`config.mk`:
```
export PLATFORM = sky130hd
export DESIGN_NAME = first_fit_page_allocator
export DESIGN_NICKNAME = d
export VERILOG_FILES = /design/src/ffpa_pkg.sv /design/src/first_fit_page_allocator.sv /design/src/ffpa_ram.sv /design/src/ffpa_div.sv
export VERILOG_INCLUDE_DIRS = /design/src /design/src/src
export SDC_FILE = /design/constraint.sdc
export NUM_CORES = 2
export LEC_CHECK = 0
export ABC_AREA = 1
export ABC_CLOCK_PERIOD_IN_PS = 7400
export BUFFER_PORTS_ARGS = -buffer_cell sky130_fd_sc_hd__buf_2
export CAP_MARGIN = 20
export CORE_UTILIZATION = 45
export CTS_CLUSTER_DIAMETER = 30
export DETAILED_ROUTE_END_ITERATION = 10
export PLACE_DENSITY = 0.67
export SYNTH_ARGS = -nofsm -noshare
export SYNTH_HDL_FRONTEND = slang
export SYNTH_SLANG_ARGS = --single-unit
```
`constraint.sdc`:
```
create_clock -name clock -period 7.4 [get_ports clock]
set_clock_uncertainty 0.05 [all_clocks]
set_input_delay 0.74 -clock clock [delete_from_list [all_inputs] [get_ports clock]]
set_output_delay 0.74 -clock clock [all_outputs]
set_load 0.02 [all_outputs]
```
`src/first_fit_page_allocator_macros.svh`:
```
// Assertion macros for the first-fit page allocator.
// Depends on nothing; included by the top level.
`ifndef FIRST_FIT_PAGE_ALLOCATOR_MACROS_SVH
`define FIRST_FIT_PAGE_ALLOCATOR_MACROS_SVH

// Implication checked in the same cycle.
`define FFPA_ASSERT_NOW(name, clk, rst, ante, cons, msg) \
   name: assert property (@(posedge clk) disable iff (rst) (ante) |-> (cons)) else $error(msg);

// Implication checked in the next cycle.
`define FFPA_ASSERT_NEXT(name, clk, rst, ante, cons, msg) \
   name: assert property (@(posedge clk) disable iff (rst) (ante) |=> (cons)) else $error(msg);

`endif

```
`src/ffpa_pkg.sv`:
```
// Shared widths and codes for the first-fit page allocator.
// Depends on nothing; used by the top level and the divider.
`default_nettype none

package ffpa_pkg;

   localparam int REQ_W    = 13;
   localparam int ADDR_W   = 12;
   localparam int STATUS_W = 3;
   localparam int CMP_W    = 18;

   localparam logic FUNC_ALLOC = 1'b0;
   localparam logic FUNC_FREE  = 1'b1;

   typedef enum logic [STATUS_W-1:0] {
      ST_OK        = 3'd0,
      ST_BAD_SIZE  = 3'd1,
      ST_NO_SPACE  = 3'd2,
      ST_NOT_ALLOC = 3'd3,
      ST_FULL      = 3'd4
   } status_type;

endpackage

`default_nettype wire

```
`src/first_fit_page_allocator.sv`:
```
// A refused size is answered once the divider is done; each table walk (search,
// shift, merge) costs, for each entry, a read and a check or write through the
// free-table ports; one item is in work at a time.
// Flow: a new item is taken only in idle; the result register lets the next item enter.
// Reset: synchronous; after reset the free table is seeded with the whole page in
// the init state, during which no item is taken.
`default_nettype none

module first_fit_page_allocator #(
   parameter int PAGE_BYTES    = 4096,
   parameter int GRANULE_BYTES = 8,
   parameter int MAX_ENTRIES   = 64
) (
   input  wire logic                            clock,
   input  wire logic                            reset,
   input  wire logic                            req_valid,
   output logic                                 req_stall,
   input  wire logic                            req_func,
   input  wire logic [ffpa_pkg::REQ_W-1:0]      req_size,
   input  wire logic [ffpa_pkg::ADDR_W-1:0]     req_free_addr,
   output logic                                 rsp_valid,
   input  wire logic                            rsp_stall,
   output logic      [ffpa_pkg::ADDR_W-1:0]     rsp_grant_addr,
   output logic      [ffpa_pkg::STATUS_W-1:0]   rsp_status
);

   localparam int PG  = PAGE_BYTES / GRANULE_BYTES;
   localparam int SW  = (PG > 1) ? $clog2(PG) : 1;
   localparam int LW  = $clog2(PG + 1);
   localparam int FW  = SW + LW;
   localparam int IW  = $clog2(MAX_ENTRIES);
   localparam int CW  = $clog2(MAX_ENTRIES + 1);
   localparam int RW  = $clog2(GRANULE_BYTES + 1);
   localparam int QW  = ffpa_pkg::REQ_W;
   localparam int XW  = ffpa_pkg::CMP_W;

   typedef enum logic [4:0] {
      S_INIT, S_IDLE, S_DIV, S_ARD, S_ACHK, S_AGRANT, S_RMRD, S_RMWR,
      S_URD, S_UCHK, S_PRD, S_PCHK, S_FDEC, S_INSRD, S_INSWR, S_INSPUT, S_RESP
   } state_type;

   state_type                       state_ff, state_in;
   logic                            func_ff, func_in;
   logic                            zero_ff, zero_in;
   logic [QW-1:0]                   g_ff, g_in;
   logic [CW-1:0]                   idx_ff, idx_in;
   logic [CW-1:0]                   pos_ff, pos_in;
   logic [CW-1:0]                   count_ff, count_in;
   logic [IW-1:0]                   slot_ff, slot_in;
   logic [SW-1:0]                   cur_start_ff, cur_start_in, prev_start_ff, prev_start_in;
   logic [LW-1:0]                   cur_len_ff, cur_len_in, prev_len_ff, prev_len_in;
   logic [LW-1:0]                   ulen_ff, ulen_in;
   logic [MAX_ENTRIES-1:0]          used_valid_ff, used_valid_in;
   ffpa_pkg::status_type            status_ff, status_in;
   logic [ffpa_pkg::ADDR_W-1:0]     grant_ff, grant_in;
   logic                            rsp_valid_ff, rsp_valid_in;
   ffpa_pkg::status_type            rsp_status_ff, rsp_status_in;
   logic [ffpa_pkg::ADDR_W-1:0]     rsp_grant_ff, rsp_grant_in;

   logic                            div_start;
   logic [QW-1:0]                   div_dividend;
   logic                            div_done;
   logic [QW-1:0]                   div_quo;
   logic [RW-1:0]                   div_rem;

   logic                            f_we;
   logic [IW-1:0]                   f_waddr, f_raddr;
   logic [FW-1:0]                   f_wdata, f_rdata;
   logic                            u_we;
   logic [IW-1:0]                   u_waddr, u_raddr;
   logic [FW-1:0]                   u_wdata, u_rdata;

   logic [SW-1:0]                   rd_start, ud_start;
   logic [LW-1:0]                   rd_len, ud_len;
   logic                            slot_found;
   logic [IW-1:0]                   slot_free;
   logic                            join_l, join_r;
   logic [SW-1:0]                   s_gran;

   ffpa_div #(.DIVISOR(GRANULE_BYTES)) u_div (
      .clock    (clock),
      .reset    (reset),
      .start    (div_start),
      .dividend (div_dividend),
      .done     (div_done),
      .quo      (div_quo),
      .rem      (div_rem)
   );

   ffpa_ram #(.WIDTH(FW), .DEPTH(MAX_ENTRIES)) u_free_ram (
      .clock (clock),
      .we    (f_we),
      .waddr (f_waddr),
      .wdata (f_wdata),
      .raddr (f_raddr),
      .rdata (f_rdata)
   );

   ffpa_ram #(.WIDTH(FW), .DEPTH(MAX_ENTRIES)) u_used_ram (
      .clock (clock),
      .we    (u_we),
      .waddr (u_waddr),
      .wdata (u_wdata),
      .raddr (u_raddr),
      .rdata (u_rdata)
   );

   assign rd_start = f_rdata[FW-1:LW];
   assign rd_len   = f_rdata[LW-1:0];
   assign ud_start = u_rdata[FW-1:LW];
   assign ud_len   = u_rdata[LW-1:0];
   assign s_gran   = SW'(g_ff);

   always_comb begin
      slot_found = 1'b0;
      slot_free  = '0;
      for (int i = MAX_ENTRIES - 1; i >= 0; i--) begin
         if (!used_valid_ff[i]) begin
            slot_found = 1'b1;
            slot_free  = IW'(i);
         end
      end
   end

   assign join_l = (idx_ff != '0) &&
                   (XW'(prev_start_ff) + XW'(prev_len_ff) == XW'(g_ff));
   assign join_r = (idx_ff != count_ff) &&
                   (XW'(g_ff) + XW'(ulen_ff) == XW'(cur_start_ff));

   always_comb begin
      state_in      = state_ff;
      func_in       = func_ff;
      zero_in       = zero_ff;
      g_in          = g_ff;
      idx_in        = idx_ff;
      pos_in        = pos_ff;
      count_in      = count_ff;
      slot_in       = slot_ff;
      cur_start_in  = cur_start_ff;
      cur_len_in    = cur_len_ff;
      prev_start_in = prev_start_ff;
      prev_len_in   = prev_len_ff;
      ulen_in       = ulen_ff;
      used_valid_in = used_valid_ff;
      status_in     = status_ff;
      grant_in      = grant_ff;
      rsp_valid_in  = rsp_valid_ff;
      rsp_status_in = rsp_status_ff;
      rsp_grant_in  = rsp_grant_ff;
      div_start     = 1'b0;
      div_dividend  = req_size;
      f_we          = 1'b0;
      f_waddr       = idx_ff[IW-1:0];
      f_wdata       = f_rdata;
      f_raddr       = idx_ff[IW-1:0];
      u_we          = 1'b0;
      u_waddr       = slot_free;
      u_wdata       = {cur_start_ff, LW'(g_ff)};
      u_raddr       = idx_ff[IW-1:0];

      if (rsp_valid_ff && !rsp_stall) begin
         rsp_valid_in = 1'b0;
      end

      unique case (state_ff)
         S_INIT: begin
            f_we     = 1'b1;
            f_waddr  = '0;
            f_wdata  = {SW'(0), LW'(PG)};
            count_in = CW'(1);
            state_in = S_IDLE;
         end
         S_IDLE: begin
            if (req_valid) begin
               func_in      = req_func;
               zero_in      = req_size == '0;
               div_start    = 1'b1;
               div_dividend = (req_func == ffpa_pkg::FUNC_FREE) ?
                              QW'(req_free_addr) : req_size;
               grant_in     = '0;
               state_in     = S_DIV;
            end
         end
         S_DIV: begin
            if (div_done) begin
               g_in   = div_quo;
               idx_in = '0;
               if (func_ff == ffpa_pkg::FUNC_ALLOC) begin
                  if (div_rem != '0 || zero_ff) begin
                     status_in = ffpa_pkg::ST_BAD_SIZE;
                     state_in  = S_RESP;
                  end else begin
                     state_in = S_ARD;
                  end
               end else begin
                  if (div_rem != '0) begin
                     status_in = ffpa_pkg::ST_NOT_ALLOC;
                     state_in  = S_RESP;
                  end else begin
                     state_in = S_URD;
                  end
               end
            end
         end
         S_ARD: begin
            if (idx_ff == count_ff) begin
               status_in = ffpa_pkg::ST_NO_SPACE;
               state_in  = S_RESP;
            end else begin
               state_in = S_ACHK;
            end
         end
         S_ACHK: begin
            if (XW'(rd_len) >= XW'(g_ff)) begin
               cur_start_in = rd_start;
               cur_len_in   = rd_len;
               if (!slot_found) begin
                  status_in = ffpa_pkg::ST_FULL;
                  state_in  = S_RESP;
               end else begin
                  state_in = S_AGRANT;
               end
            end else begin
               idx_in   = idx_ff + CW'(1);
               state_in = S_ARD;
            end
         end
         S_AGRANT: begin
            u_we                     = 1'b1;
            used_valid_in[slot_free] = 1'b1;
            grant_in  = ffpa_pkg::ADDR_W'(XW'(cur_start_ff) * XW'(GRANULE_BYTES));
            status_in = ffpa_pkg::ST_OK;
            if (XW'(cur_len_ff) == XW'(g_ff)) begin
               state_in = S_RMRD;
            end else begin
               f_we     = 1'b1;
               f_wdata  = {SW'(XW'(cur_start_ff) + XW'(g_ff)),
                           LW'(XW'(cur_len_ff) - XW'(g_ff))};
               state_in = S_RESP;
            end
         end
         S_RMRD: begin
            f_raddr = IW'(idx_ff + CW'(1));
            if (idx_ff + CW'(1) >= count_ff) begin
               count_in = count_ff - CW'(1);
               state_in = S_RESP;
            end else begin
               state_in = S_RMWR;
            end
         end
         S_RMWR: begin
            f_we     = 1'b1;
            idx_in   = idx_ff + CW'(1);
            state_in = S_RMRD;
         end
         S_URD: begin
            if (idx_ff == CW'(MAX_ENTRIES)) begin
               status_in = ffpa_pkg::ST_NOT_ALLOC;
               state_in  = S_RESP;
            end else if (!used_valid_ff[idx_ff[IW-1:0]]) begin
               idx_in = idx_ff + CW'(1);
            end else begin
               state_in = S_UCHK;
            end
         end
         S_UCHK: begin
            if (XW'(ud_start) == XW'(g_ff)) begin
               slot_in  = idx_ff[IW-1:0];
               ulen_in  = ud_len;
               idx_in   = '0;
               state_in = S_PRD;
            end else begin
               idx_in   = idx_ff + CW'(1);
               state_in = S_URD;
            end
         end
         S_PRD: begin
            if (idx_ff == count_ff) begin
               state_in = S_FDEC;
            end else begin
               state_in = S_PCHK;
            end
         end
         S_PCHK: begin
            if (XW'(rd_start) < XW'(g_ff)) begin
               prev_start_in = rd_start;
               prev_len_in   = rd_len;
               idx_in        = idx_ff + CW'(1);
               state_in      = S_PRD;
            end else begin
               cur_start_in = rd_start;
               cur_len_in   = rd_len;
               state_in     = S_FDEC;
            end
         end
         S_FDEC: begin
            if (!join_l && !join_r && count_ff == CW'(MAX_ENTRIES)) begin
               status_in = ffpa_pkg::ST_FULL;
               state_in  = S_RESP;
            end else begin
               used_valid_in[slot_ff] = 1'b0;
               status_in              = ffpa_pkg::ST_OK;
               if (join_l && join_r) begin
                  f_we     = 1'b1;
                  f_waddr  = IW'(idx_ff - CW'(1));
                  f_wdata  = {prev_start_ff, LW'(XW'(prev_len_ff) + XW'(ulen_ff) +
                                                 XW'(cur_len_ff))};
                  state_in = S_RMRD;
               end else if (join_l) begin
                  f_we     = 1'b1;
                  f_waddr  = IW'(idx_ff - CW'(1));
                  f_wdata  = {prev_start_ff, LW'(XW'(prev_len_ff) + XW'(ulen_ff))};
                  state_in = S_RESP;
               end else if (join_r) begin
                  f_we     = 1'b1;
                  f_wdata  = {s_gran, LW'(XW'(cur_len_ff) + XW'(ulen_ff))};
                  state_in = S_RESP;
               end else begin
                  pos_in   = idx_ff;
                  idx_in   = count_ff;
                  state_in = S_INSRD;
               end
            end
         end
         S_INSRD: begin
            f_raddr = IW'(idx_ff - CW'(1));
            if (idx_ff == pos_ff) begin
               state_in = S_INSPUT;
            end else begin
               state_in = S_INSWR;
            end
         end
         S_INSWR: begin
            f_we     = 1'b1;
            idx_in   = idx_ff - CW'(1);
            state_in = S_INSRD;
         end
         S_INSPUT: begin
            f_we     = 1'b1;
            f_waddr  = pos_ff[IW-1:0];
            f_wdata  = {s_gran, ulen_ff};
            count_in = count_ff + CW'(1);
            state_in = S_RESP;
         end
         S_RESP: begin
            if (!rsp_valid_ff || !rsp_stall) begin
               rsp_valid_in  = 1'b1;
               rsp_status_in = status_ff;
               rsp_grant_in  = (status_ff == ffpa_pkg::ST_OK) ? grant_ff : '0;
               state_in      = S_IDLE;
            end
         end
         default: begin
            state_in = S_IDLE;
         end
      endcase
   end

   always_ff @(posedge clock) begin
      if (reset) begin
         state_ff      <= S_INIT;
         count_ff      <= '0;
         used_valid_ff <= '0;
         rsp_valid_ff  <= 1'b0;
      end else begin
         state_ff      <= state_in;
         count_ff      <= count_in;
         used_valid_ff <= used_valid_in;
         rsp_valid_ff  <= rsp_valid_in;
      end
      func_ff       <= func_in;
      zero_ff       <= zero_in;
      g_ff          <= g_in;
      idx_ff        <= idx_in;
      pos_ff        <= pos_in;
      slot_ff       <= slot_in;
      cur_start_ff  <= cur_start_in;
      cur_len_ff    <= cur_len_in;
      prev_start_ff <= prev_start_in;
      prev_len_ff   <= prev_len_in;
      ulen_ff       <= ulen_in;
      status_ff     <= status_in;
      grant_ff      <= grant_in;
      rsp_status_ff <= rsp_status_in;
      rsp_grant_ff  <= rsp_grant_in;
   end

   assign req_stall      = state_ff != S_IDLE;
   assign rsp_valid      = rsp_valid_ff;
   assign rsp_status     = rsp_status_ff;
   assign rsp_grant_addr = rsp_grant_ff;

`include "first_fit_page_allocator_macros.svh"

   `FFPA_ASSERT_NOW(a_count_bound, clock, reset, 1'b1, count_ff <= CW'(MAX_ENTRIES), "free count beyond table depth")
   `FFPA_ASSERT_NOW(a_grant_zero, clock, reset, rsp_valid_ff && rsp_status_ff != ffpa_pkg::ST_OK, rsp_grant_ff == '0, "grant address on refused item")
   `FFPA_ASSERT_NEXT(a_rsp_from_resp, clock, reset, !rsp_valid_ff && state_ff != S_RESP, !rsp_valid_ff, "result raised outside result state")

endmodule

`default_nettype wire

```
`src/ffpa_ram.sv`:
```
// Simple dual-port synchronous memory, one write and one registered read port.
// Depends on nothing; holds the free and allocated tables.
`default_nettype none

module ffpa_ram #(
   parameter int WIDTH = 8,
   parameter int DEPTH = 64
) (
   input  wire logic                     clock,
   input  wire logic                     we,
   input  wire logic [$clog2(DEPTH)-1:0] waddr,
   input  wire logic [WIDTH-1:0]         wdata,
   input  wire logic [$clog2(DEPTH)-1:0] raddr,
   output logic      [WIDTH-1:0]         rdata
);

   logic [WIDTH-1:0] mem [DEPTH];

   always_ff @(posedge clock) begin
      if (we) begin
         mem[waddr] <= wdata;
      end
   end

   always_ff @(posedge clock) begin
      rdata <= mem[raddr];
   end

endmodule

`default_nettype wire

```
`src/ffpa_div.sv`:
```
// Divider by the granule size through reciprocal multiplication.
// Depends on ffpa_pkg for the request width.
`default_nettype none

module ffpa_div #(
   parameter int DIVISOR = 8
) (
   input  wire logic                             clock,
   input  wire logic                             reset,
   input  wire logic                             start,
   input  wire logic [ffpa_pkg::REQ_W-1:0]       dividend,
   output logic                                  done,
   output logic      [ffpa_pkg::REQ_W-1:0]       quo,
   output logic      [$clog2(DIVISOR+1)-1:0]     rem
);

   localparam int     QW = ffpa_pkg::REQ_W;
   localparam int     RW = $clog2(DIVISOR + 1);
   localparam int     DW = (DIVISOR > 1) ? $clog2(DIVISOR) : 0;
   localparam int     K  = QW + DW;
   localparam longint M  = ((longint'(1) << K) + longint'(DIVISOR) - 1) / longint'(DIVISOR);
   localparam int     MW = K + 1;
   localparam int     PW = QW + MW;

   logic               stage_ff, stage_in;
   logic               done_ff, done_in;
   logic [QW-1:0]      q_ff, q_in;
   logic [QW-1:0]      x_ff, x_in;
   logic [RW-1:0]      r_ff, r_in;
   logic [PW-1:0]      prod;
   logic [QW-1:0]      back;

   always_comb begin
      prod     = PW'(dividend) * PW'(M);
      back     = QW'(q_ff * QW'(DIVISOR));
      stage_in = start;
      done_in  = stage_ff;
      q_in     = q_ff;
      x_in     = x_ff;
      r_in     = r_ff;
      if (start) begin
         q_in = QW'(prod >> K);
         x_in = dividend;
      end
      if (stage_ff) begin
         r_in = RW'(x_ff - back);
      end
   end

   always_ff @(posedge clock) begin
      if (reset) begin
         stage_ff <= 1'b0;
         done_ff  <= 1'b0;
      end else begin
         stage_ff <= stage_in;
         done_ff  <= done_in;
      end
      q_ff <= q_in;
      x_ff <= x_in;
      r_ff <= r_in;
   end

   assign done = done_ff;
   assign quo  = q_ff;
   assign rem  = r_ff;

endmodule

`default_nettype wire
```
== After elaboration in Yosys (flattened, before gate mapping) ==
Memories as Yosys holds them, arrays and structs flattened. A register that Yosys moved wholly into a read port is not among the register bits.
Cells that the tools add are included.
Word-level totals
  register bits: 207
  memory bits (writable): 2432
  word-level logic and storage cells: 357
  memories kept: 2
Cells by class
  add/sub/neg operators: 12
  order comparisons: 8
  equal/unequal tests: 46
  muxes and demuxes: 219
  bitwise operators: 7
  reductions and logical operators: 39
Memories
  u_free_ram.mem: depth 64, bits a word 19, rd ports 1, clocked after Yosys merged registers in 1, write ports 1, line ffpa_ram.sv:17  | logic [WIDTH-1:0] mem [DEPTH];
  u_used_ram.mem: depth 64, bits a word 19, rd ports 1, clocked after Yosys merged registers in 1, write ports 1, line ffpa_ram.sv:17
Operators by type and width (count)
  6-bit 2-to-1 mux: 67
  64-bit one-hot mux with 2 select lines: 1
  19-bit 2-to-1 mux: 5
  5-bit 2-to-1 mux: 17
  1-bit 2-to-1 mux: 83
  5-bit one-hot mux with 16 select lines: 1
  7-bit 2-to-1 mux: 11
  19-bit one-hot mux with 4 select lines: 1
  64-bit AND: 1
  64-bit 2-to-1 mux: 1
  64-bit inverter: 1
  64-bit bitwise OR: 1
  7-bit one-hot mux with 8 select lines: 1
  5-bit by 4-bit equality test with 1-bit output (second input constant): 8
  13-bit 2-to-1 mux: 3
  3-bit 2-to-1 mux: 11
  2-bit != test (second input constant): 16
  10-bit adder: 3
  12-bit one-hot mux with 2 select lines: 1
  6-bit by 7-bit < comparator with 1-bit output (second input constant): 3
  7-bit one-hot mux with 3 select lines: 1
  5-bit by 3-bit equality test with 1-bit output (second input constant): 4
  10-bit 2-to-1 mux: 2
  10-bit one-hot mux with 2 select lines: 1
  54 further kinds: 87

== Longest topological paths before layout ==
  depth in word-level cells: 70
  depth in mapped cells: 68
  mapped depth without buffers: 67

== Hierarchy ==
Synthesis repeated with hierarchy kept, for this count alone.
Second synthesis, totals
  cells, all modules: 10355
  area total of the unflattened synthesis: 114277.1 µm²
Modules (own cells, without submodules)
  ffpa_ram at u_free_ram: times used 1, cells an instance 4177, area an instance 49650.1 µm²
  ffpa_ram at u_used_ram: times used 1, cells an instance 4159, area an instance 49595.1 µm²
  first_fit_page_allocator: times used 1, cells an instance 1991, area an instance 14455.1 µm²
  ffpa_div: times used 1, cells an instance 28, area an instance 576.8 µm²

== Worst setup path after synthesis ==
Ideal clock, no wire load.
  path type: reg-to-reg
  start: register g_ff[1]
  end: memory u_free_ram.mem[56][0] (netlist bit) (enable)
  setup time: 0.419 ns
  data arrival time: 7.110 ns
  path slack: -0.179 ns
  cell stages (with the launch flop): 25
  buffers on the path: 2
  period minus slack after synthesis: 7.579 ns
  cell sequence: edfxtp_1 -> inv_1 -> fa_1 -> nor2_1 -> a211oi_1 -> o21ai_0 -> xnor2_1 -> o22ai_1 -> a2111oi_0 -> nand2_1 -> clkinv_1 -> clkbuf_1 -> ha_1 -> inv_1 -> nand2_1 -> clkinv_1 -> nor2_1 -> inv_1 -> o21ai_0 -> o21ai_0 -> or2_2 -> clkbuf_1 -> nor2_1 -> inv_1 -> nor3_1
On the way
  longest elaborated chain between the ends: 10
  elaborated cells on any way between the ends: 23
  classes of those cells: add/sub (1); eq/ne (3); mux (12); reduce/logical (7)
Ends and longest elaborated chain
  from (decl): line first_fit_page_allocator.sv:45  | logic [QW-1:0] g_ff, g_in;
  from (signal assigned): line first_fit_page_allocator.sv:373  | g_ff <= g_in;
  10-bit by 10-bit adder with 11-bit output: line first_fit_page_allocator.sv:128  | (XW'(g_ff) + XW'(ulen_ff) == XW'(cur_start_ff));
  11-bit by 9-bit equality test with 1-bit output: line first_fit_page_allocator.sv:128
  1-bit logical AND: line first_fit_page_allocator.sv:127  | assign join_r = (idx_ff != count_ff) &&
  1-bit 2-to-1 mux or 1-bit logical NOT (tied branches): line first_fit_page_allocator.sv:314, first_fit_page_allocator.sv:297
  1-bit 2-to-1 mux or 1-bit logical AND (tied branches): line first_fit_page_allocator.sv:309, first_fit_page_allocator.sv:297
  1-bit 2-to-1 mux or 1-bit logical AND (tied branches): line first_fit_page_allocator.sv:303, first_fit_page_allocator.sv:297
  1-bit 2-to-1 mux: line first_fit_page_allocator.sv:297  | if (!join_l && !join_r && count_ff == CW'(MAX_ENTRIES)) begin
  1-bit one-hot mux with 3 select lines: line first_fit_page_allocator.sv:165  | unique case (state_ff)
  1-bit 2-to-1 mux: line ffpa_ram.sv:20  | if (we) begin
  1-bit 2-to-1 mux (implied by the code): line ffpa_ram.sv:21  | mem[waddr] <= wdata;
  to (decl): line ffpa_ram.sv:17
Parallel ways exist; a longest one is shown, timed or not.

== Worst setup path in the final report ==
  start: register g_ff[1]
  end: memory u_free_ram.mem[9][1] (netlist bit) (enable)
Same word-level chain as after synthesis.

==> impl_metrics.prom <==
# TYPE chip_impl_metric gauge
chip_impl_metric{name="fp.coreArea",unit="µm²"} 243000
chip_impl_metric{name="n_fill_cell",unit=""} 19600
chip_impl_info{name="worstSetupPathType",value="reg -> reg"} 1
chip_impl_info{name="ys_dominant_reg_cell",value="sky130_fd_sc_hd__edfxtp_1"} 1
chip_impl_metric{name="drtIter0Drc",unit=""} 11800
chip_impl_metric{name="fraction_of_final_layout_cells_sized_beyond_drive_strength_1",unit=""} 0.132
chip_impl_metric{name="synth_xor_area_frac",unit=""} 0.00611
chip_impl_info{name="status",value="complete, no violations"} 1
chip_impl_metric{name="die_outline_height",unit="µm"} 497
chip_impl_metric{name="max_freq",unit="MHz"} 151
chip_impl_metric{name="timing.final.setup_violations",unit=""} 0
chip_impl_metric{name="clkPwrFrac",unit=""} 0.384
chip_impl_info{name="synth_top_family_by_area",value="compound AO/OA/AOI/OAI gates"} 1
chip_impl_metric{name="vias",unit=""} 78000
chip_impl_metric{name="final_hold_viol_count",unit=""} 0
chip_impl_metric{name="num-nets-final",unit=""} 9217
chip_impl_metric{name="synth-simple-area-share",unit=""} 0.0981
chip_impl_metric{name="synth_cells",unit=""} 8896
chip_impl_metric{name="yosys.area_share.adder",unit=""} 0.0126
chip_impl_metric{name="syn2layout_area_growth",unit="%"} 18.6
chip_impl_metric{name="intPower",unit="mW"} 35.7
chip_impl_metric{name="synth_seq_cells",unit=""} 2669
chip_impl_metric{name="fp-row-count",unit=""} 181
chip_impl_metric{name="worst-endpoint-arrival",unit="ns"} 7.17
chip_impl_metric{name="worst_pin_slew",unit="ns"} 1.28
chip_impl_metric{name="peakVddDrop",unit="V"} 0.000554
chip_impl_metric{name="layout_setup_ws",unit="ns"} 0.764
chip_impl_info{name="setup.worst_path.start_class",value="flip-flop"} 1
chip_impl_metric{name="start_util",unit=""} 0.453
chip_impl_metric{name="io_buffers",unit=""} 43
chip_impl_metric{name="residual_overflow_from_global_routing",unit=""} 0
chip_impl_metric{name="design.portCount",unit=""} 47
chip_impl_metric{name="first_global_vias",unit=""} 74800
chip_impl_metric{name="highest_fanout_seen_on_the_critical_path",unit=""} 25
chip_impl_metric{name="largest_net_degree_at_the_start_of_global_routing",unit=""} 194
chip_impl_metric{name="comb_pwr_share",unit=""} 0.248
chip_impl_metric{name="yosys.area.top_type_share",unit=""} 0.695
chip_impl_info{name="critical_path.most_common_cell",value="sky130_fd_sc_hd__nand2_1"} 1
chip_impl_metric{name="synth_seq_area_share",unit=""} 0.716
chip_impl_metric{name="antenna_violating_nets_post_route",unit=""} 0
chip_impl_metric{name="post_dp_cell_area",unit="µm²"} 115000
chip_impl_metric{name="post_detailed_route_drc_marker_count",unit=""} 0
chip_impl_metric{name="dp_worst_setup_slack",unit="ns"} 0.965
chip_impl_metric{name="total_switching_power",unit="mW"} 18.5
chip_impl_info{name="hp-class",value="in -> reg"} 1
chip_impl_metric{name="finalCritPeriodShare",unit=""} 0.897
chip_impl_metric{name="grt_first_pass_wirelength",unit="µm"} 494000
chip_impl_info{name="tritoncts_clock_tree",value="built"} 1
chip_impl_info{name="worst_path_max_delay_cell",value="sky130_fd_sc_hd__nor2_2"} 1
chip_impl_metric{name="die_x",unit="µm"} 497
chip_impl_metric{name="syn-mean-instance-area",unit="µm²"} 12.4
chip_impl_info{name="synth_area_leaders",value="sky130_fd_sc_hd__edfxtp_1, sky130_fd_sc_hd__o21ai_0, sky130_fd_sc_hd__nor2_1, sky130_fd_sc_hd__dfxtp_1, sky130_fd_sc_hd__o221ai_1"} 1
chip_impl_metric{name="compound_gate_portion_of_the_synthesized_area",unit=""} 0.136
chip_impl_info{name="synthDominantAreaCellType",value="sky130_fd_sc_hd__edfxtp_1"} 1
chip_impl_metric{name="drt_pass1_iterations",unit=""} 8
chip_impl_info{name="critical_path.endpoint_type",value="flip-flop"} 1
chip_impl_metric{name="power.sequential.fraction",unit=""} 0.368
chip_impl_metric{name="place.gp.congestion",unit=""} 0.980
chip_impl_metric{name="post_synth_instance_area",unit="µm²"} 110000
chip_impl_metric{name="route.detailed.wl_per_inst",unit="µm"} 26.6
chip_impl_metric{name="clock_insertion_delay_worst_skew",unit="ns"} 1.00
chip_impl_metric{name="swShare",unit=""} 0.341
chip_impl_metric{name="tritoncts.num_buffers",unit=""} 449
chip_impl_metric{name="synthArstFlopShare",unit=""} 0
chip_impl_metric{name="synth_cell_type_count",unit=""} 55
chip_impl_metric{name="synth-warning-count",unit=""} 0
chip_impl_metric{name="cts_htree_levels",unit=""} 5
chip_impl_metric{name="final-max-slew-violation-count",unit=""} 0
chip_impl_metric{name="cp_num_buf_inv",unit=""} 6
chip_impl_metric{name="die-area",unit="µm²"} 247000
chip_impl_info{name="yosysMostFrequentCell",value="sky130_fd_sc_hd__edfxtp_1"} 1
chip_impl_metric{name="cp.required",unit="ns"} 7.93
chip_impl_metric{name="drv.max_cap_violation_count",unit=""} 0
chip_impl_metric{name="critical_path.max_stage_delay",unit="ns"} 0.79
chip_impl_metric{name="number_of_antenna_violations_at_the_first_check_in_global_routing",unit=""} 14
chip_impl_metric{name="min_period",unit="ns"} 6.64
chip_impl_metric{name="finalWirelength",unit="µm"} 336000
chip_impl_metric{name="leakagePower",unit="nW"} 42.9
chip_impl_metric{name="globalRouteTotalUtil",unit=""} 0.266
chip_impl_info{name="rsz0062_at_grt",value="no"} 1
chip_impl_info{name="netlist_top_cells_count",value="sky130_fd_sc_hd__edfxtp_1, sky130_fd_sc_hd__nor2_1, sky130_fd_sc_hd__o21ai_0, sky130_fd_sc_hd__clkbuf_1, sky130_fd_sc_hd__nand2_1"} 1
chip_impl_info{name="cts_root_buffer",value="sky130_fd_sc_hd__clkbuf_16"} 1
chip_impl_metric{name="avgViaCountPerCell",unit=""} 6.16
chip_impl_metric{name="tritoncts_sinks",unit=""} 2669
chip_impl_metric{name="max_slew_margin",unit=""} 0.147
chip_impl_metric{name="final.setup.tns",unit="ns"} 0
chip_impl_metric{name="finalInstanceArea",unit="µm²"} 131000
chip_impl_metric{name="post_synth_edffs",unit=""} 2552
chip_impl_metric{name="cts.reportedPaths.clkPinSlew",unit="ns"} 0.06
chip_impl_metric{name="power_per_cell_area",unit="nW/µm²"} 414
chip_impl_metric{name="place.detailed.hpwl",unit="µm"} 193000
chip_impl_metric{name="synth.area.mux_share",unit=""} 0
chip_impl_metric{name="clock_path_buffers",unit=""} 4
chip_impl_metric{name="post_cts_resized",unit=""} 0
chip_impl_info{name="cp_top_family",value="simple AND/OR/NAND/NOR gates"} 1
==> cells by family (layout without fill, tap and decap cells) <==
kind of cell    count (synthesis)  after routing
other cells                     1             13
fa+ha+maj                     106            106
buf+inv                       891           1439
simple gates                 2633           2633
xor+xnor                       77             77
compound gates               2519           2519
flops                        2669           2669
==> cell type report <==
type                    instances  area (µm²)  share of cell area
diodes                         10        25.0            0.000191
clock buffers                 500       11700              0.0891
clock inverters               316        3570              0.0273
inverters                     289        1130             0.00862
multi-input cells            5338       28700               0.219
flip-flops and latches       2669       79000               0.604
well taps                    3202        4010              0.0306
repair buffers                334        2760              0.0211
==> cells in the final DEF, fill, tap and decap left out, types with 10 or more instances in the layout <==
master	n
sky130_fd_sc_hd__nand4_1	125
sky130_fd_sc_hd__buf_2	45
sky130_fd_sc_hd__xor2_1	57
sky130_fd_sc_hd__diode_2	10
sky130_fd_sc_hd__nor2_1	1481
sky130_fd_sc_hd__buf_12	17
sky130_fd_sc_hd__o32ai_1	42
sky130_fd_sc_hd__a221o_1	13
sky130_fd_sc_hd__o21bai_1	17
sky130_fd_sc_hd__o22ai_1	278
sky130_fd_sc_hd__inv_1	274
sky130_fd_sc_hd__clkinvlp_4	56
sky130_fd_sc_hd__nor3_1	31
sky130_fd_sc_hd__buf_4	248
sky130_fd_sc_hd__o221ai_1	267
sky130_fd_sc_hd__ha_1	98
sky130_fd_sc_hd__o21ai_0	1312
sky130_fd_sc_hd__a21boi_0	18
sky130_fd_sc_hd__dfxtp_1	117
sky130_fd_sc_hd__clkbuf_16	457
sky130_fd_sc_hd__nor4_1	14
sky130_fd_sc_hd__a21oi_1	260
sky130_fd_sc_hd__a31oi_1	36
sky130_fd_sc_hd__bufinv_16	56
sky130_fd_sc_hd__nor2_2	106
sky130_fd_sc_hd__nor3_2	15
sky130_fd_sc_hd__clkinv_1	45
sky130_fd_sc_hd__nand2_1	525
sky130_fd_sc_hd__inv_8	20
sky130_fd_sc_hd__clkinv_2	59
sky130_fd_sc_hd__edfxtp_1	2552
sky130_fd_sc_hd__clkbuf_1	37
sky130_fd_sc_hd__clkinv_4	36
sky130_fd_sc_hd__a211oi_1	11
sky130_fd_sc_hd__inv_6	50
sky130_fd_sc_hd__o211ai_1	183
sky130_fd_sc_hd__o21a_1	11
sky130_fd_sc_hd__xnor2_1	20
sky130_fd_sc_hd__nand3_1	301
==> repair_timing <==
action | 4_1_cts | 5_1_grt
buffers inserted | 0 | 0
endpoints found under the hold margin | 7 | 0
hold buffers | 9 | 0
==> state kept, by name (all words and copies together), names as in the netlist, 9 cells and up <==
name,cells
u_used_ram.rdata,19
rsp_grant_addr,9
u_used_ram.mem,1216
cur_len_ff,10
prev_len_ff,10
cur_start_ff,9
u_div.quo,10
u_free_ram.rdata,19
ulen_ff,10
used_valid_ff,64
g_ff,10
prev_start_ff,9
u_free_ram.mem,1216
grant_ff,9
==> per-stage QoR <==
stage          cells   util  hold WS, ns  power [mW]
5_1_grt        12700  0.537       0.0812        55.7
3_3_place_gp   11800  0.473        0.359        33.1
3_5_place_dp   11800  0.474        0.368        33.3
6_report       12700  0.537       0.0827        54.2
4_1_cts        12600  0.537       0.0616        54.0
2_1_floorplan   8898      -        0.336        27.1
==> per-layer routing <==
metal,part of all wire,wire [µm],vias to the layer above,global-route usage
li1,-,-,33900,-
met2,0.44,148000,5006,0.393
met3,0.12,40400,765,0.0688
met4,0.043,14400,8,0.115
met5,0.00015,51,-,0
met1,0.40,133000,38300,0.371
==> final timing paths <==
kind	endpoint	start	depth (start not counted)	slack, ns
min	u_div.quo[6]$_DFFE_PP_	req_free_addr[9]	3	0.08
min reg2reg	u_div.rem[0]$_DFFE_PP_	u_div.x_ff[0]$_DFFE_PP_	0	0.37
max reg2reg	u_free_ram.mem[9][1]$_DFFE_PP_	g_ff[1]$_DFFE_PP_	26	0.76
max	u_free_ram.mem[9][1]$_DFFE_PP_	g_ff[1]$_DFFE_PP_	26	0.76
==> power groups by stage <==
stage	logic (mW)	registers [mW]	clock network [mW]
finish	13.5	20.0	20.8
detailed placement	13.1	20.2	0
global placement	12.9	20.2	0
CTS	13.1	19.9	20.9
global route	14.1	20.0	21.6
floorplan	6.94	20.2	0
==> tightest hold or removal path, cell delays in order <==
cell and delay, ns:
sky130_fd_sc_hd__buf_2 0.07, sky130_fd_sc_hd__nand2_1 0.04, sky130_fd_sc_hd__o21ai_0 0.11
Note: power is estimated with default switching activity, not from simulation.
